### src/sv/sfsg_pkg.sv
`default_nettype none
package sfsg_pkg;

  localparam int CORDIC_STAGES = 16;

  // domain coordinate, vectoring datapath, angle, rotation datapath widths
  localparam int XW = 23;
  localparam int VW = 34;
  localparam int ZW = 20;
  localparam int RW = 20;

  localparam logic [2:0] REG_X_ORIGIN  = 3'd0;
  localparam logic [2:0] REG_Y_ORIGIN  = 3'd1;
  localparam logic [2:0] REG_GRID_STEP = 3'd2;
  localparam logic [2:0] REG_SLOPE_OFS = 3'd3;
  localparam logic [2:0] REG_HALF_LEN  = 3'd4;
  localparam logic [2:0] REG_PPU       = 3'd5;
  localparam logic [2:0] REG_CENTER_X  = 3'd6;
  localparam logic [2:0] REG_CENTER_Y  = 3'd7;

  localparam logic signed [RW-1:0] KINV_Q16 = 20'sd39797;
  localparam logic [17:0] PI_Q16 = 18'd205887;

  // 255*t/pi as a multiply by a rounded-up reciprocal, exact for t <= pi
  localparam int RECIP_SHIFT = 48;
  localparam longint unsigned RECIP_PI_L =
    (64'd281474976710656 + 64'd205886) / 64'd205887;
  localparam logic [30:0] RECIP_PI = RECIP_PI_L[30:0];

  typedef struct packed {
    logic signed [XW-1:0] x;
    logic signed [XW-1:0] y;
  } point_t;

  function automatic logic [ZW-1:0] atan_q16(input int idx);
    logic [ZW-1:0] r;
    case (idx)
      0:  r = 20'd51472;
      1:  r = 20'd30385;
      2:  r = 20'd16055;
      3:  r = 20'd8150;
      4:  r = 20'd4091;
      5:  r = 20'd2047;
      6:  r = 20'd1024;
      7:  r = 20'd512;
      8:  r = 20'd256;
      9:  r = 20'd128;
      10: r = 20'd64;
      11: r = 20'd32;
      12: r = 20'd16;
      13: r = 20'd8;
      14: r = 20'd4;
      15: r = 20'd2;
      16: r = 20'd1;
      default: r = 20'd0;
    endcase
    return r;
  endfunction

endpackage
`default_nettype wire

### src/sv/sfsg_cordic_vec.sv
`default_nettype none
module sfsg_cordic_vec (
  input  wire logic                               clk_i,
  input  wire logic                               rst_ni,
  input  wire logic                               en_i,
  input  wire logic                               valid_i,
  input  wire logic signed [sfsg_pkg::VW-1:0]     vy_i,
  input  wire sfsg_pkg::point_t                   pt_i,
  output logic                                    valid_o,
  output logic signed [sfsg_pkg::ZW-1:0]          z_o,
  output sfsg_pkg::point_t                        pt_o
);

  localparam int N = sfsg_pkg::CORDIC_STAGES;
  localparam int VW = sfsg_pkg::VW;
  localparam int ZW = sfsg_pkg::ZW;

  logic                  v_q  [N];
  logic signed [VW-1:0]  vx_q [N];
  logic signed [VW-1:0]  vy_q [N];
  logic signed [ZW-1:0]  z_q  [N];
  sfsg_pkg::point_t      pt_q [N];

  for (genvar g = 0; g < N; g++) begin : g_stage
    localparam logic signed [ZW-1:0] ATAN = signed'(sfsg_pkg::atan_q16(g));
    logic                 v_in;
    logic signed [VW-1:0] x_in, y_in, x_d, y_d;
    logic signed [ZW-1:0] z_in, z_d;
    sfsg_pkg::point_t     p_in;

    if (g == 0) begin : g_first
      assign v_in = valid_i;
      assign x_in = VW'(65536);
      assign y_in = vy_i;
      assign z_in = '0;
      assign p_in = pt_i;
    end else begin : g_next
      assign v_in = v_q[g-1];
      assign x_in = vx_q[g-1];
      assign y_in = vy_q[g-1];
      assign z_in = z_q[g-1];
      assign p_in = pt_q[g-1];
    end

    always_comb begin
      if (y_in > 0) begin
        x_d = x_in + (y_in >>> g);
        y_d = y_in - (x_in >>> g);
        z_d = z_in + ATAN;
      end else begin
        x_d = x_in - (y_in >>> g);
        y_d = y_in + (x_in >>> g);
        z_d = z_in - ATAN;
      end
    end

    always_ff @(posedge clk_i or negedge rst_ni) begin
      if (!rst_ni) begin
        v_q[g] <= 1'b0;
      end else if (en_i) begin
        v_q[g] <= v_in;
      end
    end

    always_ff @(posedge clk_i) begin
      if (en_i) begin
        vx_q[g] <= x_d;
        vy_q[g] <= y_d;
        z_q[g]  <= z_d;
        pt_q[g] <= p_in;
      end
    end
  end

  assign valid_o = v_q[N-1];
  assign z_o     = z_q[N-1];
  assign pt_o    = pt_q[N-1];

endmodule
`default_nettype wire

### config.mk
export PLATFORM = sky130hd
export DESIGN_NAME = sfsg_cordic_vec
export DESIGN_NICKNAME = d
export VERILOG_FILES = /design/src/sv/sfsg_pkg.sv /design/src/sv/sfsg_cordic_vec.sv
export SDC_FILE = /design/constraint.sdc
export NUM_CORES = 2
export LEC_CHECK = 0
export BUFFER_PORTS_ARGS = -buffer_cell sky130_fd_sc_hd__buf_2
export CORE_ASPECT_RATIO = 0.7
export CORE_MARGIN = 4
export CORE_UTILIZATION = 67
export CTS_CLUSTER_DIAMETER = 30
export DETAILED_ROUTE_END_ITERATION = 8
export GPL_TIMING_DRIVEN = 0
export HOLD_SLACK_MARGIN = 0.1
export PLACE_DENSITY_LB_ADDON = 0.2
export SLEW_MARGIN = 5
export SYNTH_ARGS = -nofsm -noshare
export SYNTH_HDL_FRONTEND = slang
export SYNTH_SLANG_ARGS = --single-unit
export TNS_END_PERCENT = 10
### constraint.sdc
create_clock -name clk_i -period 12.8 [get_ports clk_i]
set_input_delay 0.64 -clock clk_i [delete_from_list [all_inputs] [get_ports clk_i]]
set_output_delay 0.64 -clock clk_i [all_outputs]
set_load 0.1 [all_outputs]
======== Yosys cells after proc, flatten, opt, wreduce, memory -nomap -nowiden ========
Memories as Yosys holds them, arrays and structs flattened.
Cells that the tools add are included.
operators by class
  magnitude comparators ................... 16
  add/subtract/negate cells ............... 93
  multiplexer cells ....................... 50
operator list
  kind                 number
  $mux 34              32
  $gt 34x1->1 const B  16
  $mux 20              16
  $add 34x19->34       2
  $add 34x20->34       2
  $add 34x21->34       2
  $add 34x22->34       2
  $add 34x23->34       2
  $add 34x24->34       2
  $add 34x25->34       2
  $add 34x26->34       2
  $add 34x27->34       2
  $add 34x28->34       2
  $add 34x29->34       2
  $add 34x30->34       2
  $add 34x31->34       2
  $add 34x32->34       2
  $add 34x33->34       2
  $sub 34x19->34       2
  $sub 34x20->34       2
  $sub 34x21->34       2
  $sub 34x22->34       2
  $sub 34x23->34       2
  $sub 34x24->34       2
  41 further kinds     53
word-level totals
  word-level logic and storage cells ...... 179
  memories kept ........................... 4
  output and inout bits ................... 67
  bits in registers ....................... 16
  memory bits (writable) .................. 2144
memories
  memory  words  width  rd ports  clocked after memory_dff  write ports  line                   RTL
  pt_q    16     46     16        0                         16           sfsg_cordic_vec.sv:22  sfsg_pkg::point_t pt_q [N];
  vx_q    16     34     15        0                         16           sfsg_cordic_vec.sv:19  logic signed [VW-1:0] vx_q [N];
  vy_q    16     34     15        0                         16           sfsg_cordic_vec.sv:20  logic signed [VW-1:0] vy_q [N];
  z_q     16     20     16        0                         16           sfsg_cordic_vec.sv:21  logic signed [ZW-1:0] z_q [N];

======== Longest topological paths before layout ========
An unclocked memory read counts as a cell.
  depth after elaboration ................. 3
  mapped depth ............................ 27
  depth with buffers taken out ............ 25

======== Worst setup path after synthesis ========
No wires, ideal clock.
  kind .................................... register to register
  start ................................... memory vy_q[8][18], in the netlist vy_q[1][18]
  end ..................................... memory vx_q[9][28], in the netlist vx_q[1][62], data pin
  library setup time ...................... 0.264 ns
  cell stages (with the launch flop) ...... 24
  path slack .............................. 7.032 ns
  path buffers ............................ 1
  required time ........................... 12.536 ns
  period minus slack after synthesis ...... 5.768 ns
  arrival time ............................ 5.504 ns
  path through ............................ edfxtp_1 > or3_1 > or3_1 > nor2_1 > nand3b_1 > nor4_2 > inv_1 > nor2_1 > a21oi_1 > inv_1 > clkbuf_1 > nor2_1 > xnor2_1 > ha_1 > nor2b_1 > o31a_1 > o31ai_1 > o311ai_1 > o31a_1 > a22o_1 > a311oi_1 > inv_1 > a221oi_1 > xnor2_1
RTL lines
  element      line
  from (decl)  sfsg_cordic_vec.sv:20
  to (decl)    sfsg_cordic_vec.sv:19

==> results by group <==
Synth
  – Syn_nets: 13100
  – Distinct cells, synth: 99
  – Post-synth EDFFs: 1991
  – Post-synthesis sequential area ratio: 0.468
  – Cell Area, Synth: 129000 µm²
  – Post-synthesis register bit count: 2007
  – Async set-reset flop share out of synthesis: 0.00797
  – Number of synthesis warnings: 0
  – Synth Flop Type: edfxtp_1
  – Syn Area/Cell: 10.8 µm²
  – Mapped Cells: 11900

Timing
  – Tcrit/Tclk final: 0.719
  – Post-layout minimum cycle time: 9.21 ns
  – RSZ-0062 raised after global routing: no
  – F_max: 109 MHz
  – Final Setup Violations: 0
  – Slew headroom: 0.0239
  – Fin Setup TNS: 0 ns
  – Final hold vios: 0
  – Final worst-path setup slack: 3.59 ns
  – Fin. max-slew vios: 0
  – Slew of the pin with the lowest slew margin: 1.46 ns
  – Clk_skew: 0.105 ns

Global route
  – Overflow left after global routing: 0
  – Largest net degree at the start of global routing: 180
  – Total track usage: 0.363
  – Vias in the first global route: 96900
  – Initial antenna violation count: 19
  – First-pass GRT wire length: 570 mm

Final layout
  – Fillcell total: 12200
  – Register area: 60200 µm²
  – Design Area, Final: 145000 µm²
  – P&R area growth vs syn: 12.5%
  – Commonest non-fill, non-tap cells in the layout: 1991 x edfxtp_1, 1128 x ha_1, 1114 x xnor2_1
  – Fin nets: 13700
  – Core Util, Final: 0.759
  – Commonest non-fill, non-tap cell in the layout: edfxtp_1
  – Layout cells sized above 1: 0.0688
  – Multi-input gate area in the final layout: 66000 µm²

Detailed routing
  – Uppermost layer routed: met5
  – DRT met1 WL: 156 mm
  – Vias per inst: 6.69
  – Met2 WL: 154 mm
  – Wire length on met3: 48.1 mm
  – Routed WL per cell: 24.5 µm
  – Vias: 102000
  – Routed WL: 372 mm
  – Iter 0 DRT Violations: 13700
  – DRT antenna net count: 0
  – DRC: 0
  – TritonRoute pass-1 iters: 8

Clocking
  – CTS tree: yes
  – Largest buffer count on any clock path: 4
  – CTS root buffer: clkbuf_16
  – H-tree levels: 5
  – Clock slew at reported path FFs: 0.07 ns
  – TritonCTS Sinks: 2007
  – Cts-stage hold buffer count: 64
  – Num CTS Buffers: 324
  – Postcts setup bufs: 0
  – Later-pin clock latency in the skew report: 0.89 ns
  – Cts repair resizes: 0

Min path
  – HP Start: vy_i[18]
  – Min-delay worst type: in2reg

Place
  – # port buffers: 140
  – GP Congestion: 1.01
  – Post-DP Area: 133000 µm²
  – HPWL after detailed placement: 266 mm
  – Place WS: 4.53 ns

Die
  – Die span in y: 375 µm
  – Total die area: 199000 µm²
  – Die width: 532 µm
  – Initial Util: 0.675
  – Core ar.: 191000 µm²
  – I/O pin count: 151
  – Row cnt: 134

Setup path
  – Delay of the slowest critical-path stage: 1.16 ns
  – Crit Path Class: reg2reg
  – Top delay family on crit path: simple AND/OR/NAND/NOR gates
  – Launch point of the critical path: vy_q[0][10]$_DFFE_PP_
  – Worst reg2reg path startpoint: vy_q[0][10]$_DFFE_PP_
  – Crit path launch type: register
  – Critical Path Fanout Max: 14
  – CP dominant cell by count: a21oi_1
  – CP endpoint kind: register
  – Worst endpoint data arrival time: 9.83 ns
  – Buf/Inv on CP: 2
  – Slowest CP cell: nor4_1
  – WP data required: 13.42 ns
  – Cell Chain, Critical Path: nor4_1 -> nor3b_1 -> nand4_1 -> nor4_1 -> nor2_1 -> inv_1 -> clkbuf_1 -> nor2_1 -> xor2_1 -> ha_1 -> o21a_1 -> a21oi_1 -> a21oi_1 -> a31oi_1 -> a21oi_1 -> a41oi_1 -> o21ai_0 -> or4b_1 -> a31o_2 -> a31oi_1 -> xor2_1

Run status
  – Run status: complete, no violations

Flow run
  – Max Cap Viol: 0
[stage by stage]
stage | hold slack (ns) | instances
2_1_floorplan | 0.344 | 11900
3_3_place_gp | 0.400 | 14500
3_5_place_dp | 0.405 | 14500
4_1_cts | 0.150 | 15200
5_1_grt | 0.186 | 15200
6_report | 0.197 | 15200
[cell type report]
| class | instances | share of cell area |
|---|---|---|
| Multi-Input combinational cell | 9179 | 0.455 |
| Sequential cell | 2007 | 0.415 |
| Clock buffer | 347 | 0.0570 |
| Tap cell | 2516 | 0.0217 |
| Clock inverter | 234 | 0.0200 |
| Inverter | 465 | 0.0121 |
| Timing Repair Buffer | 219 | 0.0118 |
| Buffer | 219 | 0.00635 |
| Antenna cell | 5 | 0.0000864 |
[cell families after synthesis]
logic type                 after synthesis  synth area share
muxes                                   34           0.00289
other                                    1         0.0000291
adders and majority gates             1170             0.116
buffers and inverters                  684            0.0207
and+or+nand+nor                       2957             0.115
xor gates and xnor gates              1674             0.114
AOI/OAI and AO/OA                     3343             0.164
DFF                                   2007             0.468
[Yosys cell counts, types with 186 or more instances]
| cell type | number | area [µm²] |
|---|---|---|
| a21o_1 | 489 | 3670 |
| nor2b_1 | 186 | 1160 |
| nand3_1 | 207 | 1040 |
| inv_1 | 454 | 1700 |
| edfxtp_1 | 1991 | 59800 |
| xnor2_1 | 1125 | 9850 |
| xor2_1 | 549 | 4810 |
| o21ai_0 | 693 | 3470 |
| nand2b_1 | 210 | 1310 |
| nor3_1 | 276 | 1380 |
| nand2_1 | 609 | 2290 |
| a21oi_1 | 1036 | 5180 |
| nor2_1 | 804 | 3020 |
| ha_1 | 1128 | 14100 |
[worst paths after layout]
kind	cells after the start	end	slack, ns
setup / recovery	21	vy_q[0][67]$_DFFE_PP_	3.59
hold / removal	2	vx_q[0][18]$_DFFE_PP_	0.20
setup reg to reg	21	vy_q[0][67]$_DFFE_PP_	3.59
hold reg to reg	0	pt_q[1][143]$_DFFE_PP_	0.38
max in group asynchronous	2	g_stage[12].v_in$_DFFE_PN0P_	12.26
min in group asynchronous	2	g_stage[5].v_in$_DFFE_PN0P_	0.25
[sequential cells by signal, indices dropped and copies added, names as in the netlist]
name          flops
g_stage.v_in     15
pt_q            736
valid_o           1
vx_q            462
vy_q            509
z_q             284
[per-layer routing]
layer  track usage  vias to the layer above
met2         0.523                     6319
met1         0.525                    48400
met3         0.113                     1122
met4         0.119                       24
met5             0                        -
li1              -                    45700
Power is not shown: default switching activity piles up to over one toggle a cycle in this logic, so the estimate is an artifact.
