==> src/sv/sfsg_pkg.sv <==
`default_nettype none
package sfsg_pkg;

  localparam int CORDIC_STAGES = 16;

  // domain coordinate, vectoring datapath, angle, rotation datapath widths
  localparam int XW = 23;
  localparam int VW = 34;
  localparam int ZW = 20;
  localparam int RW = 20;

  localparam logic [2:0] REG_X_ORIGIN  = 3'd0;
  localparam logic [2:0] REG_Y_ORIGIN  = 3'd1;
  localparam logic [2:0] REG_GRID_STEP = 3'd2;
  localparam logic [2:0] REG_SLOPE_OFS = 3'd3;
  localparam logic [2:0] REG_HALF_LEN  = 3'd4;
  localparam logic [2:0] REG_PPU       = 3'd5;
  localparam logic [2:0] REG_CENTER_X  = 3'd6;
  localparam logic [2:0] REG_CENTER_Y  = 3'd7;

  localparam logic signed [RW-1:0] KINV_Q16 = 20'sd39797;
  localparam logic [17:0] PI_Q16 = 18'd205887;

  // 255*t/pi as a multiply by a rounded-up reciprocal, exact for t <= pi
  localparam int RECIP_SHIFT = 48;
  localparam longint unsigned RECIP_PI_L =
    (64'd281474976710656 + 64'd205886) / 64'd205887;
  localparam logic [30:0] RECIP_PI = RECIP_PI_L[30:0];

  typedef struct packed {
    logic signed [XW-1:0] x;
    logic signed [XW-1:0] y;
  } point_t;

  function automatic logic [ZW-1:0] atan_q16(input int idx);
    logic [ZW-1:0] r;
    case (idx)
      0:  r = 20'd51472;
      1:  r = 20'd30385;
      2:  r = 20'd16055;
      3:  r = 20'd8150;
      4:  r = 20'd4091;
      5:  r = 20'd2047;
      6:  r = 20'd1024;
      7:  r = 20'd512;
      8:  r = 20'd256;
      9:  r = 20'd128;
      10: r = 20'd64;
      11: r = 20'd32;
      12: r = 20'd16;
      13: r = 20'd8;
      14: r = 20'd4;
      15: r = 20'd2;
      16: r = 20'd1;
      default: r = 20'd0;
    endcase
    return r;
  endfunction

endpackage
`default_nettype wire

==> src/sv/sfsg_cordic_rot.sv <==
`default_nettype none
module sfsg_cordic_rot (
  input  wire logic                               clk_i,
  input  wire logic                               rst_ni,
  input  wire logic                               en_i,
  input  wire logic                               valid_i,
  input  wire logic signed [sfsg_pkg::ZW-1:0]     z_i,
  input  wire sfsg_pkg::point_t                   pt_i,
  output logic                                    valid_o,
  output logic signed [sfsg_pkg::RW-1:0]          rx_o,
  output logic signed [sfsg_pkg::RW-1:0]          ry_o,
  output logic signed [sfsg_pkg::ZW-1:0]          z_o,
  output sfsg_pkg::point_t                        pt_o
);

  localparam int N = sfsg_pkg::CORDIC_STAGES;
  localparam int RW = sfsg_pkg::RW;
  localparam int ZW = sfsg_pkg::ZW;

  logic                  v_q  [N];
  logic signed [RW-1:0]  rx_q [N];
  logic signed [RW-1:0]  ry_q [N];
  logic signed [ZW-1:0]  rz_q [N];
  logic signed [ZW-1:0]  z_q  [N];
  sfsg_pkg::point_t      pt_q [N];

  for (genvar g = 0; g < N; g++) begin : g_stage
    localparam logic signed [ZW-1:0] ATAN = signed'(sfsg_pkg::atan_q16(g));
    logic                 v_in;
    logic signed [RW-1:0] x_in, y_in, x_d, y_d;
    logic signed [ZW-1:0] r_in, r_d, z_in;
    sfsg_pkg::point_t     p_in;

    if (g == 0) begin : g_first
      assign v_in = valid_i;
      assign x_in = sfsg_pkg::KINV_Q16;
      assign y_in = '0;
      assign r_in = z_i;
      assign z_in = z_i;
      assign p_in = pt_i;
    end else begin : g_next
      assign v_in = v_q[g-1];
      assign x_in = rx_q[g-1];
      assign y_in = ry_q[g-1];
      assign r_in = rz_q[g-1];
      assign z_in = z_q[g-1];
      assign p_in = pt_q[g-1];
    end

    always_comb begin
      if (r_in >= 0) begin
        x_d = x_in - (y_in >>> g);
        y_d = y_in + (x_in >>> g);
        r_d = r_in - ATAN;
      end else begin
        x_d = x_in + (y_in >>> g);
        y_d = y_in - (x_in >>> g);
        r_d = r_in + ATAN;
      end
    end

    always_ff @(posedge clk_i or negedge rst_ni) begin
      if (!rst_ni) begin
        v_q[g] <= 1'b0;
      end else if (en_i) begin
        v_q[g] <= v_in;
      end
    end

    always_ff @(posedge clk_i) begin
      if (en_i) begin
        rx_q[g] <= x_d;
        ry_q[g] <= y_d;
        rz_q[g] <= r_d;
        z_q[g]  <= z_in;
        pt_q[g] <= p_in;
      end
    end
  end

  assign valid_o = v_q[N-1];
  assign rx_o    = rx_q[N-1];
  assign ry_o    = ry_q[N-1];
  assign z_o     = z_q[N-1];
  assign pt_o    = pt_q[N-1];

endmodule
`default_nettype wire

==> config.mk <==
export PLATFORM = sky130hd
export DESIGN_NAME = sfsg_cordic_rot
export DESIGN_NICKNAME = d
export VERILOG_FILES = /design/src/sv/sfsg_pkg.sv /design/src/sv/sfsg_cordic_rot.sv
export SDC_FILE = /design/constraint.sdc
export NUM_CORES = 2
export LEC_CHECK = 0
export ABC_AREA = 1
export BUFFER_PORTS_ARGS = -buffer_cell sky130_fd_sc_hd__buf_2
export CELL_PAD_IN_SITES_DETAIL_PLACEMENT = 0
export CELL_PAD_IN_SITES_GLOBAL_PLACEMENT = 2
export CORE_UTILIZATION = 43
export DETAILED_ROUTE_END_ITERATION = 10
export GPL_TIMING_DRIVEN = 0
export PLACE_DENSITY_LB_ADDON = 0.1
export SYNTH_ARGS = -nofsm -noshare
export SYNTH_HDL_FRONTEND = slang
export SYNTH_SLANG_ARGS = --single-unit
==> constraint.sdc <==
create_clock -name clk_i -period 4.4 [get_ports clk_i]
set_input_delay 0.88 -clock clk_i [delete_from_list [all_inputs] [get_ports clk_i]]
set_output_delay 0.88 -clock clk_i [all_outputs]
set_load 0.005 [all_outputs]
* Word level (Yosys, flattened, before mapping)
Memory sizes are Yosys's and may differ from the RTL's.
Cells that the tools add are included.
** Cells by class
- Add/sub/neg operators :: 92
- Magnitude comparators :: 16
- Reduce and logical (&&, ||, !) cells :: 0
- Bitwise operators :: 0
- $mul :: 0
- Divide/modulo/power cells :: 0
- Equal/unequal tests :: 0
- Shifts and indexed selects :: 0
- Multiplexer cells :: 49
** Operators by type and width (number)
- 20-bit 2-to-1 mux :: 47
- 20-bit by 1-bit >= comparator with 1-bit output, second input constant :: 16
- 20-bit by 10-bit adder with 20-bit output :: 2
- 20-bit by 11-bit adder with 20-bit output :: 2
- 20-bit by 12-bit adder with 20-bit output :: 2
- 20-bit by 12-bit adder with 20-bit output, second input constant :: 2
- 20-bit by 13-bit adder with 20-bit output :: 2
- 20-bit by 14-bit adder with 20-bit output :: 2
- 20-bit by 15-bit adder with 20-bit output :: 2
- 20-bit by 16-bit adder with 20-bit output :: 2
- 20-bit by 17-bit adder with 20-bit output :: 2
- 20-bit by 18-bit adder with 20-bit output :: 2
- 20-bit by 19-bit adder with 20-bit output :: 2
- 20-bit by 5-bit adder with 20-bit output :: 2
- 20-bit by 6-bit adder with 20-bit output :: 2
- 20-bit by 7-bit adder with 20-bit output :: 2
- 20-bit by 8-bit adder with 20-bit output :: 2
- 20-bit by 9-bit adder with 20-bit output :: 2
- 20-bit by 10-bit subtractor with 20-bit output :: 2
- 20-bit by 11-bit subtractor with 20-bit output :: 2
- 20-bit by 12-bit subtractor with 20-bit output :: 2
- 20-bit by 12-bit subtractor with 20-bit output, second input constant :: 2
- 20-bit by 13-bit subtractor with 20-bit output :: 2
- 20-bit by 14-bit subtractor with 20-bit output :: 2
- other kinds (39) :: 50
** Storage, ports and cells
- Logic and storage cells :: 178
- Memories kept :: 5
- Flip-flop bits (word level) :: 16
- Bits in latches :: 0
- Bits in read-only memories :: 0
- RAM bits :: 2016
- Input port bits :: 70
- Output and inout port bits :: 107
** Memories
- pt_q :: depth 16, bits a word 46, read ports 16, clocked after memory_dff 0, write ports 16, line sfsg_cordic_rot.sv:25 : sfsg_pkg::point_t pt_q [N];
- rx_q :: depth 16, bits a word 20, read ports 16, clocked after memory_dff 0, write ports 16, line sfsg_cordic_rot.sv:21 : logic signed [RW-1:0] rx_q [N];
- ry_q :: depth 16, bits a word 20, read ports 16, clocked after memory_dff 0, write ports 16, line sfsg_cordic_rot.sv:22 : logic signed [RW-1:0] ry_q [N];
- rz_q :: depth 16, bits a word 20, read ports 15, clocked after memory_dff 0, write ports 16, line sfsg_cordic_rot.sv:23 : logic signed [ZW-1:0] rz_q [N];
- z_q :: depth 16, bits a word 20, read ports 16, clocked after memory_dff 0, write ports 16, line sfsg_cordic_rot.sv:24 : logic signed [ZW-1:0] z_q [N];

* Longest topological paths before layout
An unclocked memory read counts as a cell.
- Word-level depth :: 3
- Gate-level depth with buffers :: 24
- Gate-level depth less buffers :: 23

* Worst setup path after synthesis
Ideal clock, no wire load.
- Path type :: reg2reg
- Start point :: mem rz_q[13][19], in the netlist rz_q[1][119]
- End point :: mem ry_q[14][18], in the netlist ry_q[1][138], data pin
- Arrival time :: 3.056 ns
- Path buffers :: 1
- Slack :: 1.085 ns
- Data required time :: 4.141 ns
- Cell stages (with the launch flop) :: 20
- Setup time :: 0.259 ns
- Clock period less this slack :: 3.315 ns
- Cell sequence :: edfxtp_1 inv_1 ha_1 nand3_1 nor2_1 nand4_1 nand2_2 inv_1 buf_2 nand2_1 o21ai_0 fa_1 nand3_1 nand2_1 a21oi_1 nand3b_1 nand2_1 nand2_1 nand3_1 xor2_1
** RTL lines (line)
- start, declared :: sfsg_cordic_rot.sv:23
- end, declared :: sfsg_cordic_rot.sv:22

==> impl_results.md <==
- Status: finished, final reports clean
- Post-Synthesis Cells: 9644
- Reg2Reg Depth: 19
- Clk slew on worst S/H paths: 60 ps
- Initial antenna violation count: 9
- Initial DRC count: 3997
- Vias: 67300
- Chip width: 494 um
- Synthesized area: 104000 um2
- Crit path cell chain: nor2_1, nand4_1, nand3b_1, nand2_1, buf_2, clkbuf_4, nor2_1, xor2_1, ha_1, a21oi_1, o21ai_0, nor2_1, o21ai_1, nand3_1, nand2_1, nand2_1, nand2_1, nand2_1, nand2_1
- Dpl hpwl: 173000 um
- Starting Density: 43.3%
- Post-synth EDFFs: 1928
- Max Clock Freq: 239 MHz
- RSZ-0062 raised after global routing: no
- Total gr overflow: 0
- Gr usage total: 18.5%
- Most area-consuming cells after synthesis: edfxtp_1 (56%), ha_1 (9.9%), nand2_1 (6.3%), xor2_1 (5.3%), inv_1 (3.7%)
- Final #Nets: 11000
- Design Area, Final: 117000 um2
- FFs w/ async S/R, synth: 0.823%
- Worst Tran Pin Value: 988 ps
- Std-Cell Rows: 180
- Met2 Track Usage GR: 32.1%
- Finished Layout Cells: 13400
- Root Buffer: clkbuf_16
- Reg2Reg Setup Slack: 220 ps
- Pin count of the biggest net entering global routing: 193
- H-Tree Depth: 4
- Max_cap viols: 0
- Slowest CP cell: edfxtp_1
- Drt pass-1 iters: 6
- Total CTS buffers: 205
- Die Y: 494 um
- Critical path class: reg -> reg
- Mean post-synth cell area: 10.8 um2
- CTS tree: yes
- Final Critical Period: 4180 ps
- Critical Path AT: 4750 ps
- IO Port Bufs: 176
- Clk buf depth: 3
- CP peak stage delay: 460 ps
- Top cell type's share of synthesized area: 55.6%
- # DRC: 0
- First-pass GRT wire length: 359000 um
- Worst skew pair latency: 870 ps
- Hold path depth: 1
- Final Slew Violations: 0
- Clk_skew: 96.7 ps
- FF+latch count, synth: 1944
- Primary FF master, synth: edfxtp_1
- GP Congestion: 0.867
- Synth area leader: edfxtp_1
- Most numerous cell in the Yosys netlist: edfxtp_1
- Ports: 177
- YS warnings: 0
- Crit. End Element: register
- Vias in the first global route: 67000
- DP Area: 109000 um2
- Vias/cell: 5.02
- Remaining antenna violation count after routing: 0
- Area growth, synth to finish: 11.9%
- Hold Violations, Final: 0
- Core area: 241000 um2
- Relative slew margins: 34.1%
- Avg WL per Cell: 16.8 um
- Fillers: 22000
- Register area share after synthesis: 56.0%
- CP max FO: 16
- Hold Path Class: in -> reg
- Share of post-route cells with drive strength above 1: 6.35%
- Clock Sinks: 1944
- Worst path required time: 4970 ps
- Most Used Layer, Global Route: met2
- GR met3 Demand/Resource: 2.41%
- CP dominant cell by count: nand2_1
- Crit start category: register
- WL final: 226000 um
- Die footprint: 244000 um2
- Routing usage on met1: 24.0%
- Placed insts: 13000
- Period Utilization, post-route: 95.0%
- Synth cell types: 60
- List of most frequent post-synthesis cells: edfxtp_1 (1928), nand2_1 (1735), inv_1 (1025)
- Final setup vio count: 0
[flip-flops by register name, summed over array words and instances, names as in the netlist]
| signal | cells |
|---|---|
| g_stage.v_in | 15 |
| pt_q | 736 |
| rx_q | 297 |
| ry_q | 298 |
| rz_q | 277 |
| valid_o | 1 |
| z_q | 320 |
[cells in the final DEF (no fill, tap or decap), drive strengths merged, types with 21 or more instances in the layout]
| cell | n |
|---|---|
| a21boi | 36 |
| a21o | 77 |
| a21oi | 748 |
| a31oi | 52 |
| buf | 226 |
| bufinv | 27 |
| clkbuf | 252 |
| clkinv | 105 |
| edfxtp | 1928 |
| fa | 45 |
| ha | 824 |
| inv | 1035 |
| nand2 | 1760 |
| nand3 | 544 |
| nand3b | 44 |
| nand4 | 62 |
| nor2 | 735 |
| nor3 | 116 |
| nor4 | 52 |
| o211ai | 37 |
| o21ai | 446 |
| o21bai | 65 |
| o31ai | 21 |
| xnor2 | 266 |
| xor2 | 633 |
[worst max-delay path: cells and delay by family (launching register included)]
family                     cells  cell delay (ps)
buffers and inverters          2              640
AOI/OAI and AO/OA              3              590
xor gates and xnor gates       1              140
and+or+nand+nor               12             1700
DFF                            1              460
adders and majority gates      1              330
[metal layers]
layer,vias up,wire length (um),share of wire (%)
met5,-,14,0.0062
met4,4,5800,2.6
li1,34500,-,-
met2,1046,109000,48
met3,329,7660,3.4
met1,31400,103000,46
[layout make-up]
class | count | area [um2] | area share [%]
flip-flops and latches | 1944 | 58300 | 50.0
well taps | 3185 | 3990 | 3.42
repair buffers | 196 | 1290 | 1.11
diodes | 1 | 2.50 | 0.00215
clock buffers | 236 | 5250 | 4.50
plain buffers | 47 | 250 | 0.215
multi-input cells | 6620 | 41800 | 35.9
inverters | 1033 | 3880 | 3.33
clock inverters | 149 | 1800 | 1.54
[timing repair]
action | CTS | global route
resized for setup | 2 | 21
hold buffers | 1 | 0
endpoints found under the hold margin | 16 | 0
setup buffers | 2 | 5
endpoints found under the setup margin | 12 | 74
pin swaps | 1 | 1
[worst paths after layout]
check | end | start
setup / recovery | rx_q[4][17]$_DFFE_PP_ | rz_q[0][60]$_DFFE_PP_
hold / removal | pt_q[0][0]$_DFFE_PP_ | pt_i[0]
setup reg to reg | rx_q[4][17]$_DFFE_PP_ | rz_q[0][60]$_DFFE_PP_
hold reg to reg | pt_q[7][50]$_DFFE_PP_ | pt_q[7][4]$_DFFE_PP_
max in group asynchronous | valid_o$_DFFE_PN0P_ | rst_ni
min in group asynchronous | g_stage[10].v_in$_DFFE_PN0P_ | rst_ni
[per-stage QoR]
stage,TNS [ps],utilization (%),worst slack [ps],hold WS [ps]
3_3_place_gp,-,45.3,-28170,400
2_1_floorplan,0,-,1080,400
5_1_grt,0,48.5,3.90,75.2
4_1_cts,0,48.4,14.1,60.1
6_report,0,48.5,219,151
3_5_place_dp,-1560,45.5,-275,405
[kinds of logic after synthesis]
logic type      Yosys count  share of synthesized area (%)
compound gates         1504                           8.04
xor+xnor                899                           7.56
fa+ha+maj               869                           10.8
buf+inv                1082                           3.96
flops                  1944                           56.0
mux                       2                         0.0216
other cells               2                        0.00721
simple gates           3342                           13.7
Power is left out: the tool's default activity adds up to more than one toggle a clock period on the data nets, which glitch-free logic cannot reach.
